===== src/arxks_pkg.sv =====
// ----------------------------------------------------------------------------
// ARX keystream cipher package
// Shared types, constants and the quarter-round step functions.
// ----------------------------------------------------------------------------
package arxks_pkg;

  localparam int unsigned RoundCountDef = 14;

  // Constant text words, read little-endian.
  localparam logic [31:0] TxtW0 = 32'h746c6f76;
  localparam logic [31:0] TxtW1 = 32'h61616461;
  localparam logic [31:0] TxtW2 = 32'h72626173;
  localparam logic [31:0] TxtW3 = 32'h61636e61;

  localparam int unsigned RotB = 10;
  localparam int unsigned RotD = 27;
  localparam int unsigned RotA = 8;

  // Register indexes of the configuration port.
  localparam logic [2:0] CfgKey0  = 3'd0;
  localparam logic [2:0] CfgKey1  = 3'd1;
  localparam logic [2:0] CfgKey2  = 3'd2;
  localparam logic [2:0] CfgKey3  = 3'd3;
  localparam logic [2:0] CfgNonce = 3'd4;

  typedef logic [31:0] word_t;

  // Five quarter-round operands, index 0 is a and index 4 is e.
  typedef logic [4:0][31:0] quint_t;

  typedef struct packed {
    logic [31:0] msg;
    logic [2:0]  count;
    logic        last;
  } item_t;

  typedef struct packed {
    logic busy;
    logic done;
  } gen_status_t;

  function automatic word_t rotl(input word_t v, input int unsigned n);
    word_t r;
    r = (v << n) | (v >> (32 - n));
    return r;
  endfunction

  // One third of the quarter round: three dependent operations.
  function automatic quint_t mix_phase(input logic [1:0] ph, input quint_t v);
    quint_t r;
    r = v;
    case (ph)
      2'd0: begin
        r[3] = v[3] + v[4];
        r[2] = v[2] ^ r[3];
        r[1] = rotl(v[1] + r[2], RotB);
      end
      2'd1: begin
        r[0] = v[0] + v[1];
        r[4] = v[4] ^ r[0];
        r[3] = rotl(v[3] + r[4], RotD);
      end
      2'd2: begin
        r[2] = v[2] + v[3];
        r[1] = v[1] ^ r[2];
        r[0] = rotl(v[0] + r[1], RotA);
      end
      default: r = v;
    endcase
    return r;
  endfunction

  function automatic word_t byte_mask(input logic [2:0] count);
    word_t m;
    case (count)
      3'd0:    m = 32'h0000_0000;
      3'd1:    m = 32'h0000_00ff;
      3'd2:    m = 32'h0000_ffff;
      3'd3:    m = 32'h00ff_ffff;
      default: m = 32'hffff_ffff;
    endcase
    return m;
  endfunction

endpackage


===== src/arx_keystream_cipher_core.sv =====
// ----------------------------------------------------------------------------
// ARX keystream cipher core
// Word-wide ARX stream cipher: XORs message words with generated keystream.
// ----------------------------------------------------------------------------
//
//  Channel   Direction  Beat contents
//  s_axis    in         tdata[31:0] message word, tdata[34:32] byte count,
//                       tlast end of message
//  m_axis    out        tdata[31:0] cipher word, tlast copy of end of message
//  cfg       in         index 0..3 key words, 4 nonce (reloads block counter)
//
// Words pass at one per cycle while a keystream block is held and the
// output is not stalled. A new block is made by the round unit, which does
// one third of a quarter round per cycle. Reset is asynchronous and active
// low and clears all control state and the key and counter registers.
// Beats on the input are queued two deep, so the input keeps accepting while
// a finished word waits on a stalled output.

module arx_keystream_cipher_core import arxks_pkg::*; #(
  parameter int unsigned ROUND_COUNT = RoundCountDef
) (
  input  logic        clk_i,
  input  logic        rst_ni,
  // Input stream.
  input  logic        s_axis_tvalid_i,
  output logic        s_axis_tready_o,
  input  logic [39:0] s_axis_tdata_i,  // [31:0] message_word, [34:32] byte_count
  input  logic        s_axis_tlast_i,
  // Output stream.
  output logic        m_axis_tvalid_o,
  input  logic        m_axis_tready_i,
  output logic [31:0] m_axis_tdata_o,  // [31:0] cipher_word
  output logic        m_axis_tlast_o,
  // Configuration writes.
  input  logic        cfg_valid_i,
  output logic        cfg_ready_o,
  input  logic [2:0]  cfg_index_i,
  input  logic [63:0] cfg_data_i
);

  logic [63:0] key_q [4];
  logic        full, head_vld, push, fire, start, cfg_we;
  item_t       in_item, head;
  word_t       ks_word;
  gen_status_t gen_st;
  logic        ready_q;
  logic [3:0]  pos_q;
  logic        ovld_q;
  word_t       odata_q;
  logic        olast_q;

  assign cfg_ready_o     = 1'b1;
  assign cfg_we          = cfg_valid_i & cfg_ready_o;
  assign s_axis_tready_o = ~full;
  assign push            = s_axis_tvalid_i & ~full;

  assign in_item.msg   = s_axis_tdata_i[31:0];
  assign in_item.count = s_axis_tdata_i[34:32];
  assign in_item.last  = s_axis_tlast_i;

  // Front end: accepted beats wait here until the back end takes them.
  arxks_fifo u_fifo (
    .clk_i   (clk_i),
    .rst_ni  (rst_ni),
    .push_i  (push),
    .item_i  (in_item),
    .full_o  (full),
    .pop_i   (fire),
    .valid_o (head_vld),
    .item_o  (head)
  );

  // A block is made only when a word is waiting, none is held and the round unit is idle.
  assign start = head_vld & ~ready_q & ~gen_st.busy;
  // The head word leaves once a block is held and the output register frees.
  assign fire  = head_vld & ready_q & (~ovld_q | m_axis_tready_i);

  arxks_round #(
    .ROUND_COUNT (ROUND_COUNT)
  ) u_round (
    .clk_i      (clk_i),
    .rst_ni     (rst_ni),
    .start_i    (start),
    .key0_i     (key_q[0]),
    .key1_i     (key_q[1]),
    .key2_i     (key_q[2]),
    .key3_i     (key_q[3]),
    .nonce_we_i (cfg_we && (cfg_index_i == CfgNonce)),
    .nonce_i    (cfg_data_i),
    .rd_pos_i   (pos_q),
    .ks_word_o  (ks_word),
    .status_o   (gen_st)
  );

  always_ff @(posedge clk_i or negedge rst_ni) begin
    if (!rst_ni) begin
      for (int k = 0; k < 4; k++) begin
        key_q[k] <= 64'd0;
      end
      ready_q <= 1'b0;
      pos_q   <= 4'd0;
      ovld_q  <= 1'b0;
    end else begin
      if (cfg_we) begin
        case (cfg_index_i)
          CfgKey0: key_q[0] <= cfg_data_i;
          CfgKey1: key_q[1] <= cfg_data_i;
          CfgKey2: key_q[2] <= cfg_data_i;
          CfgKey3: key_q[3] <= cfg_data_i;
          default: ;
        endcase
      end
      if (gen_st.done) begin
        ready_q <= 1'b1;
        pos_q   <= 4'd0;
      end else if (fire) begin
        // End of message or last word of the block drops the held block.
        if (head.last || (pos_q == 4'd15)) begin
          ready_q <= 1'b0;
          pos_q   <= 4'd0;
        end else begin
          pos_q <= pos_q + 4'd1;
        end
      end
      if (fire) begin
        ovld_q <= 1'b1;
      end else if (m_axis_tready_i) begin
        ovld_q <= 1'b0;
      end
    end
  end

  always_ff @(posedge clk_i) begin
    if (fire) begin
      odata_q <= (head.msg ^ ks_word) & byte_mask(head.count);
      olast_q <= head.last;
    end
  end

  assign m_axis_tvalid_o = ovld_q;
  assign m_axis_tdata_o  = odata_q;
  assign m_axis_tlast_o  = olast_q;

endmodule


===== src/arxks_fifo.sv =====
// ----------------------------------------------------------------------------
// ARX keystream cipher input queue
// Two-entry queue that decouples accepted beats from the cipher back end.
// ----------------------------------------------------------------------------
module arxks_fifo import arxks_pkg::*; (
  input  logic  clk_i,
  input  logic  rst_ni,
  input  logic  push_i,
  input  item_t item_i,
  output logic  full_o,
  input  logic  pop_i,
  output logic  valid_o,
  output item_t item_o
);

  item_t       mem_q [2];
  logic        wr_ptr_q, wr_ptr_d;
  logic        rd_ptr_q, rd_ptr_d;
  logic [1:0]  cnt_q, cnt_d;

  assign full_o  = cnt_q[1];
  assign valid_o = (cnt_q != 2'd0);
  assign item_o  = mem_q[rd_ptr_q];

  always_comb begin
    wr_ptr_d = push_i ? ~wr_ptr_q : wr_ptr_q;
    rd_ptr_d = pop_i ? ~rd_ptr_q : rd_ptr_q;
    cnt_d    = cnt_q + {1'b0, push_i} - {1'b0, pop_i};
  end

  always_ff @(posedge clk_i or negedge rst_ni) begin
    if (!rst_ni) begin
      wr_ptr_q <= 1'b0;
      rd_ptr_q <= 1'b0;
      cnt_q    <= 2'd0;
    end else begin
      wr_ptr_q <= wr_ptr_d;
      rd_ptr_q <= rd_ptr_d;
      cnt_q    <= cnt_d;
    end
  end

  always_ff @(posedge clk_i) begin
    if (push_i) begin
      mem_q[wr_ptr_q] <= item_i;
    end
  end

endmodule


===== src/arxks_round.sv =====
// ----------------------------------------------------------------------------
// ARX keystream cipher round unit
// Iterative block generator: one third of a quarter round per cycle.
// ----------------------------------------------------------------------------
module arxks_round import arxks_pkg::*; #(
  parameter int unsigned ROUND_COUNT = RoundCountDef
) (
  input  logic         clk_i,
  input  logic         rst_ni,
  input  logic         start_i,
  input  logic [63:0]  key0_i,
  input  logic [63:0]  key1_i,
  input  logic [63:0]  key2_i,
  input  logic [63:0]  key3_i,
  input  logic         nonce_we_i,
  input  logic [63:0]  nonce_i,
  input  logic [3:0]   rd_pos_i,
  output word_t        ks_word_o,
  output gen_status_t  status_o
);

  localparam int unsigned DblRounds = (ROUND_COUNT + 1) / 2;
  localparam int unsigned DrW = (DblRounds > 1) ? $clog2(DblRounds) : 1;
  localparam logic [DrW-1:0] DrLast = DrW'(DblRounds - 1);

  word_t          work_q [16];
  word_t          work_d [16];
  word_t          init_q [16];
  word_t          ks_q   [16];
  logic [63:0]    ctr_q;
  logic           busy_q, fin_q;
  logic [2:0]     qtr_q;
  logic [1:0]     ph_q;
  logic [DrW-1:0] dr_q;
  quint_t         opnd, res;

  assign status_o.busy = busy_q | fin_q;
  assign status_o.done = fin_q;
  assign ks_word_o     = ks_q[rd_pos_i];

  // Operand selection for the eight quarter rounds of a double round.
  always_comb begin
    case (qtr_q)
      3'd0: opnd = {work_q[3], work_q[12], work_q[8],  work_q[4], work_q[0]};
      3'd1: opnd = {work_q[0], work_q[13], work_q[9],  work_q[5], work_q[1]};
      3'd2: opnd = {work_q[1], work_q[14], work_q[10], work_q[6], work_q[2]};
      3'd3: opnd = {work_q[2], work_q[15], work_q[11], work_q[7], work_q[3]};
      3'd4: opnd = {work_q[3], work_q[15], work_q[10], work_q[5], work_q[0]};
      3'd5: opnd = {work_q[0], work_q[12], work_q[11], work_q[6], work_q[1]};
      3'd6: opnd = {work_q[1], work_q[13], work_q[8],  work_q[7], work_q[2]};
      default: opnd = {work_q[2], work_q[14], work_q[9], work_q[4], work_q[3]};
    endcase
    res = mix_phase(ph_q, opnd);
    work_d = work_q;
    case (qtr_q)
      3'd0: {work_d[3], work_d[12], work_d[8],  work_d[4], work_d[0]} = res;
      3'd1: {work_d[0], work_d[13], work_d[9],  work_d[5], work_d[1]} = res;
      3'd2: {work_d[1], work_d[14], work_d[10], work_d[6], work_d[2]} = res;
      3'd3: {work_d[2], work_d[15], work_d[11], work_d[7], work_d[3]} = res;
      3'd4: {work_d[3], work_d[15], work_d[10], work_d[5], work_d[0]} = res;
      3'd5: {work_d[0], work_d[12], work_d[11], work_d[6], work_d[1]} = res;
      3'd6: {work_d[1], work_d[13], work_d[8],  work_d[7], work_d[2]} = res;
      default: {work_d[2], work_d[14], work_d[9], work_d[4], work_d[3]} = res;
    endcase
  end

  always_ff @(posedge clk_i or negedge rst_ni) begin
    if (!rst_ni) begin
      ctr_q  <= 64'd0;
      busy_q <= 1'b0;
      fin_q  <= 1'b0;
      qtr_q  <= 3'd0;
      ph_q   <= 2'd0;
      dr_q   <= '0;
    end else begin
      fin_q <= 1'b0;
      if (nonce_we_i) begin
        ctr_q <= nonce_i;
      end else if (start_i) begin
        ctr_q <= ctr_q + 64'd1;
      end
      if (start_i) begin
        busy_q <= 1'b1;
        qtr_q  <= 3'd0;
        ph_q   <= 2'd0;
        dr_q   <= '0;
      end else if (busy_q) begin
        if (ph_q == 2'd2) begin
          ph_q  <= 2'd0;
          qtr_q <= qtr_q + 3'd1;
          if (qtr_q == 3'd7) begin
            dr_q <= dr_q + 1'b1;
            if (dr_q == DrLast) begin
              busy_q <= 1'b0;
              fin_q  <= 1'b1;
            end
          end
        end else begin
          ph_q <= ph_q + 2'd1;
        end
      end
    end
  end

  always_ff @(posedge clk_i) begin
    if (start_i) begin
      init_q[0]  <= key0_i[31:0];   work_q[0]  <= key0_i[31:0];
      init_q[1]  <= key0_i[63:32];  work_q[1]  <= key0_i[63:32];
      init_q[2]  <= key1_i[31:0];   work_q[2]  <= key1_i[31:0];
      init_q[3]  <= key1_i[63:32];  work_q[3]  <= key1_i[63:32];
      init_q[4]  <= 32'd0;          work_q[4]  <= 32'd0;
      init_q[5]  <= 32'd0;          work_q[5]  <= 32'd0;
      init_q[6]  <= TxtW0;          work_q[6]  <= TxtW0;
      init_q[7]  <= TxtW1;          work_q[7]  <= TxtW1;
      init_q[8]  <= key2_i[31:0];   work_q[8]  <= key2_i[31:0];
      init_q[9]  <= key2_i[63:32];  work_q[9]  <= key2_i[63:32];
      init_q[10] <= key3_i[31:0];   work_q[10] <= key3_i[31:0];
      init_q[11] <= key3_i[63:32];  work_q[11] <= key3_i[63:32];
      init_q[12] <= ctr_q[31:0];    work_q[12] <= ctr_q[31:0];
      init_q[13] <= ctr_q[63:32];   work_q[13] <= ctr_q[63:32];
      init_q[14] <= TxtW2;          work_q[14] <= TxtW2;
      init_q[15] <= TxtW3;          work_q[15] <= TxtW3;
    end else if (busy_q) begin
      work_q <= work_d;
    end
    if (fin_q) begin
      for (int j = 0; j < 16; j++) begin
        ks_q[j] <= work_q[j] + init_q[j];
      end
    end
  end

endmodule


===== config.mk =====
export PLATFORM = sky130hd
export DESIGN_NAME = arx_keystream_cipher_core
export DESIGN_NICKNAME = d
export VERILOG_FILES = /design/src/arxks_pkg.sv /design/src/arx_keystream_cipher_core.sv /design/src/arxks_fifo.sv /design/src/arxks_round.sv
export SDC_FILE = /design/constraint.sdc
export NUM_CORES = 2
export LEC_CHECK = 0
export ABC_AREA = 1
export BUFFER_PORTS_ARGS = -buffer_cell sky130_fd_sc_hd__buf_4
export CAP_MARGIN = 5
export CORE_MARGIN = 4
export CORE_UTILIZATION = 30
export CTS_CLUSTER_SIZE = 24
export DETAILED_ROUTE_END_ITERATION = 10
export PLACE_DENSITY = 0.42
export REMOVE_ABC_BUFFERS = 1
export SYNTH_ARGS = -nofsm -noshare
export SYNTH_HDL_FRONTEND = slang
export SYNTH_HIERARCHICAL = 1
export SYNTH_SLANG_ARGS = --single-unit

===== constraint.sdc =====
create_clock -name clk_i -period 36 [get_ports clk_i]
set_input_delay 1.8 -clock clk_i [delete_from_list [all_inputs] [get_ports clk_i]]
set_output_delay 1.8 -clock clk_i [all_outputs]
set_load 0.02 [all_outputs]

==> flow_summary.yaml <==
placement:
  buffer_ports.inserted: 142
  gpl.final_weighted_congestion: 1.015
  place.detailed.hpwl_um: 438300
drt:
  number_of_vias_per_cell: 5.450
  routed_wire_length_per_instance_um: 31.91
  num_vias: 94390
  drt_wl_total_um: 552800
  drc: 0
  detail_route.iter0.violations: 11410
  drtAntennaViolNets: 0
  firstDrtPassIters: 6
timing:
  setup-violations-final: 0
  worst-slew-pin-transition_ns: 1.489
  rsz_0062_raised_after_global_routing: "false"
  timing.final.hold_violations: 0
  final_min_period_over_clock_period: 0.2741
  totalNegativeSetupSlack_ns: 0
  fin_crit_ns: 9.868
  final.setup_skew_ns: 0.1125
  slew_headroom: -0.003081
  max_slew_violations: 1
  fmax_ghz: 0.1013
synth:
  yosysWarnings: 6
  distinct_cell_type_count_of_the_synthesized_netlist: 80
  postSynthAreaPerCell_um2: 8.744
  asyncSetResetFlopFracSynth: 0.1901
  mappedNetlistArea_um2: 106800
  synth_enable_flop_cells: 1257
  synth_top_flop_cell: "edfxtp_1"
  synth.yosys.seq_area_share: 0.4691
  syn_inst: 12210
  synth_seq_cells: 1789
global_routing:
  grt_max_degree: 143
  grt_antenna_before_repair: 62
  global_route_wire_length_before_repair_um: 743300
  global_route.usage.total: 0.2921
  via_count_of_the_first_global_routing_pass: 88980
  grt_overflow: 0
layout:
  area_delta_synth_final_pct: 13.46
  most_frequent_cells_in_the_layout: "nand2_1 (2,826), inv_1 (1,287), edfxtp_1 (1,257), a21oi_1 (999), o21ai_0 (747)"
  layout_cell_share_with_drive_strength_beyond_1: 0.08236
  layout_commonest_cell: "nand2_1"
  nets: 13010
  fillCellCount: 36910
clock_tree:
  ctsHoldBuffers: 0
  htreeDepth: 4
  clk_transition_reported_paths_ns: 0.06
  cts-root-buf: "clkbuf_16"
  cts_resized: 0
  clock_latency_ns: 0.98
  tritoncts: "built"
  cts-buffers-inserted: 219
  post_cts.repair.setup_buffers: 0
  clock_tree.buffer_depth: 4
  cts.sinks: 1789
run_status:
  run_status: "complete, but fails checks"
  violated_checks: "max-capacitance violations, max-slew violations"
hold_path:
  min_path_type: "reg -> reg"
floorplan:
  core_area_um2: 353500
  floorplan.initialDensity: 0.3021
  die-width_um: 604.6
  num_io_pins: 149
  chipHeight_um: 604.6
  floorplan.die_area_um2: 365600
  rows: 218
setup_path:
  crit_path_max_fanout: 29
  cp_data_required_time_ns: 36.82
  critical_path.max_stage_delay_ns: 0.88
  path_common_cell: "nand2_1"
  worstSetupPathType: "reg -> reg"
  crit_path_end_kind: "register"
  timing.reg2reg.setup_slack_ns: 26.13
  crit_path_start_kind: "register"
  critical_path.slowest_cell: "xor2_1"
  worst-endpoint-arrival_ns: 10.69
flow_run:
  drv.max_cap_violation_count: 1
-- critical path, delay by kind of cell (launching register included) --
family / cells / cell delay, ns
simple gates: 21 / 3.80
fa+ha+maj: 3 / 1.53
xor+xnor: 2 / 1.50
buf+inv: 7 / 1.31
compound gates: 4 / 1.10
flops: 1 / 0.45
-- flip-flops by register name, indices dropped and copies added, names as in the netlist, 2 cells and up --
name / cells
key_q: 256
m_axis_tdata_o: 32
pos_q: 4
u_fifo/cnt_q: 2
u_fifo/mem_q: 72
u_round/ctr_q: 64
u_round/dr_q: 3
u_round/init_q: 320
u_round/ks_q: 512
u_round/ph_q: 2
u_round/qtr_q: 3
u_round/work_q: 512
-- Yosys cell counts (9+ instances only) --
library cell	n	area, um^2
dfrtp_1	340	8508
nor3_1	147	735.7
o21ai_2	143	1252
dfxtp_1	192	3844
clkbuf_1	304	1141
o221ai_1	31	271.5
a31oi_1	68	425.4
buf_1	42	157.7
nand3b_1	23	172.7
buf_6	55	619.3
inv_1	1292	4850
a221oi_1	48	420.4
o21bai_1	57	427.9
fa_1	16	320.3
nand4_1	106	663.1
o2111ai_1	42	367.9
o21ai_0	756	3784
nor3b_1	14	105.1
a32o_1	32	320.3
a211oi_1	11	82.58
nor2_2	9	56.30
a22oi_1	30	225.2
nand2_2	22	137.6
xnor2_1	159	1393
buf_2	27	135.1
nor4_1	34	212.7
a21oi_1	999	5000
and2_1	24	150.1
nor2_1	613	2301
xor2_1	482	4222
o22ai_1	39	244.0
ha_1	515	6444
nand3_1	595	2978
nand2_1	2832	10630
mux2i_1	128	1281
edfxtp_1	1257	37750
a21o_1	23	172.7
o211ai_1	206	1546
or2_2	47	294.0
a22o_1	57	499.2
inv_2	16	60.06
o21a_1	69	518.0
o21ai_1	195	975.9
a21boi_0	25	187.7
-- per-layer routing --
layer  routed length (um)  share of wire  track usage  vias to the layer above
met5                  127        0.00023            0                        -
met4                27760          0.050       0.1266                       18
met3                46460          0.084      0.05876                      720
met2               237000           0.43       0.4418                     4225
met1               241400           0.44       0.4039                    46990
li1                     -              -            -                    42440
-- metrics by stage --
stage               hold WS [ns]  std cells  setup WS [ns]  area [um^2]    util
floorplan                 0.4082      11780         -90.58       104700       -
global placement          0.4136      16880          26.62       113900  0.3221
detailed placement        0.4183      16880          26.64       113900  0.3221
CTS                       0.4235      17290          26.57       121100  0.3425
global route              0.4421      17290          25.91       121100  0.3425
finish                    0.4182      17320          26.13       121200  0.3428
-- cells by family after synthesis --
logic type / after synthesis / synth area share
mux: 128 / 0.01200
other cells: 1 / 0.00003512
fa+ha+maj: 531 / 0.06334
xor+xnor: 648 / 0.05364
flops: 1789 / 0.4691
buf+inv: 1748 / 0.06583
simple gates: 4494 / 0.1754
compound gates: 2874 / 0.1607
-- layout make-up --
class	instances	area, um^2	area share
multi-input cells	8676	50030	0.4129
well taps	4730	5918	0.04884
inverters	1315	4943	0.04080
clock inverters	83	954.7	0.007879
diodes	36	90.09	0.0007435
clock buffers	323	6255	0.05162
repair buffers	369	2853	0.02354
flip-flops and latches	1789	50120	0.4136
-- final timing paths --
path,depth (start not counted),end,startpoint
setup / recovery,37,u_round/work_q[265]$_SDFFE_PP0P_,u_round/qtr_q[0]$_DFFE_PN0P_
hold / removal,0,u_round/init_q[1][116]$_DFFE_PP_,key_q[52]$_DFFE_PN0P_
setup reg to reg,37,u_round/work_q[265]$_SDFFE_PP0P_,u_round/qtr_q[0]$_DFFE_PN0P_
hold reg to reg,0,u_round/init_q[1][116]$_DFFE_PP_,key_q[52]$_DFFE_PN0P_
max in group asynchronous,4,u_round/fin_q$_DFF_PN0_,rst_ni
min in group asynchronous,1,key_q[245]$_DFFE_PN0P_,rst_ni
Power is left out: the tool's default activity adds up to more than one toggle a clock period on the data nets, which glitch-free logic cannot reach.
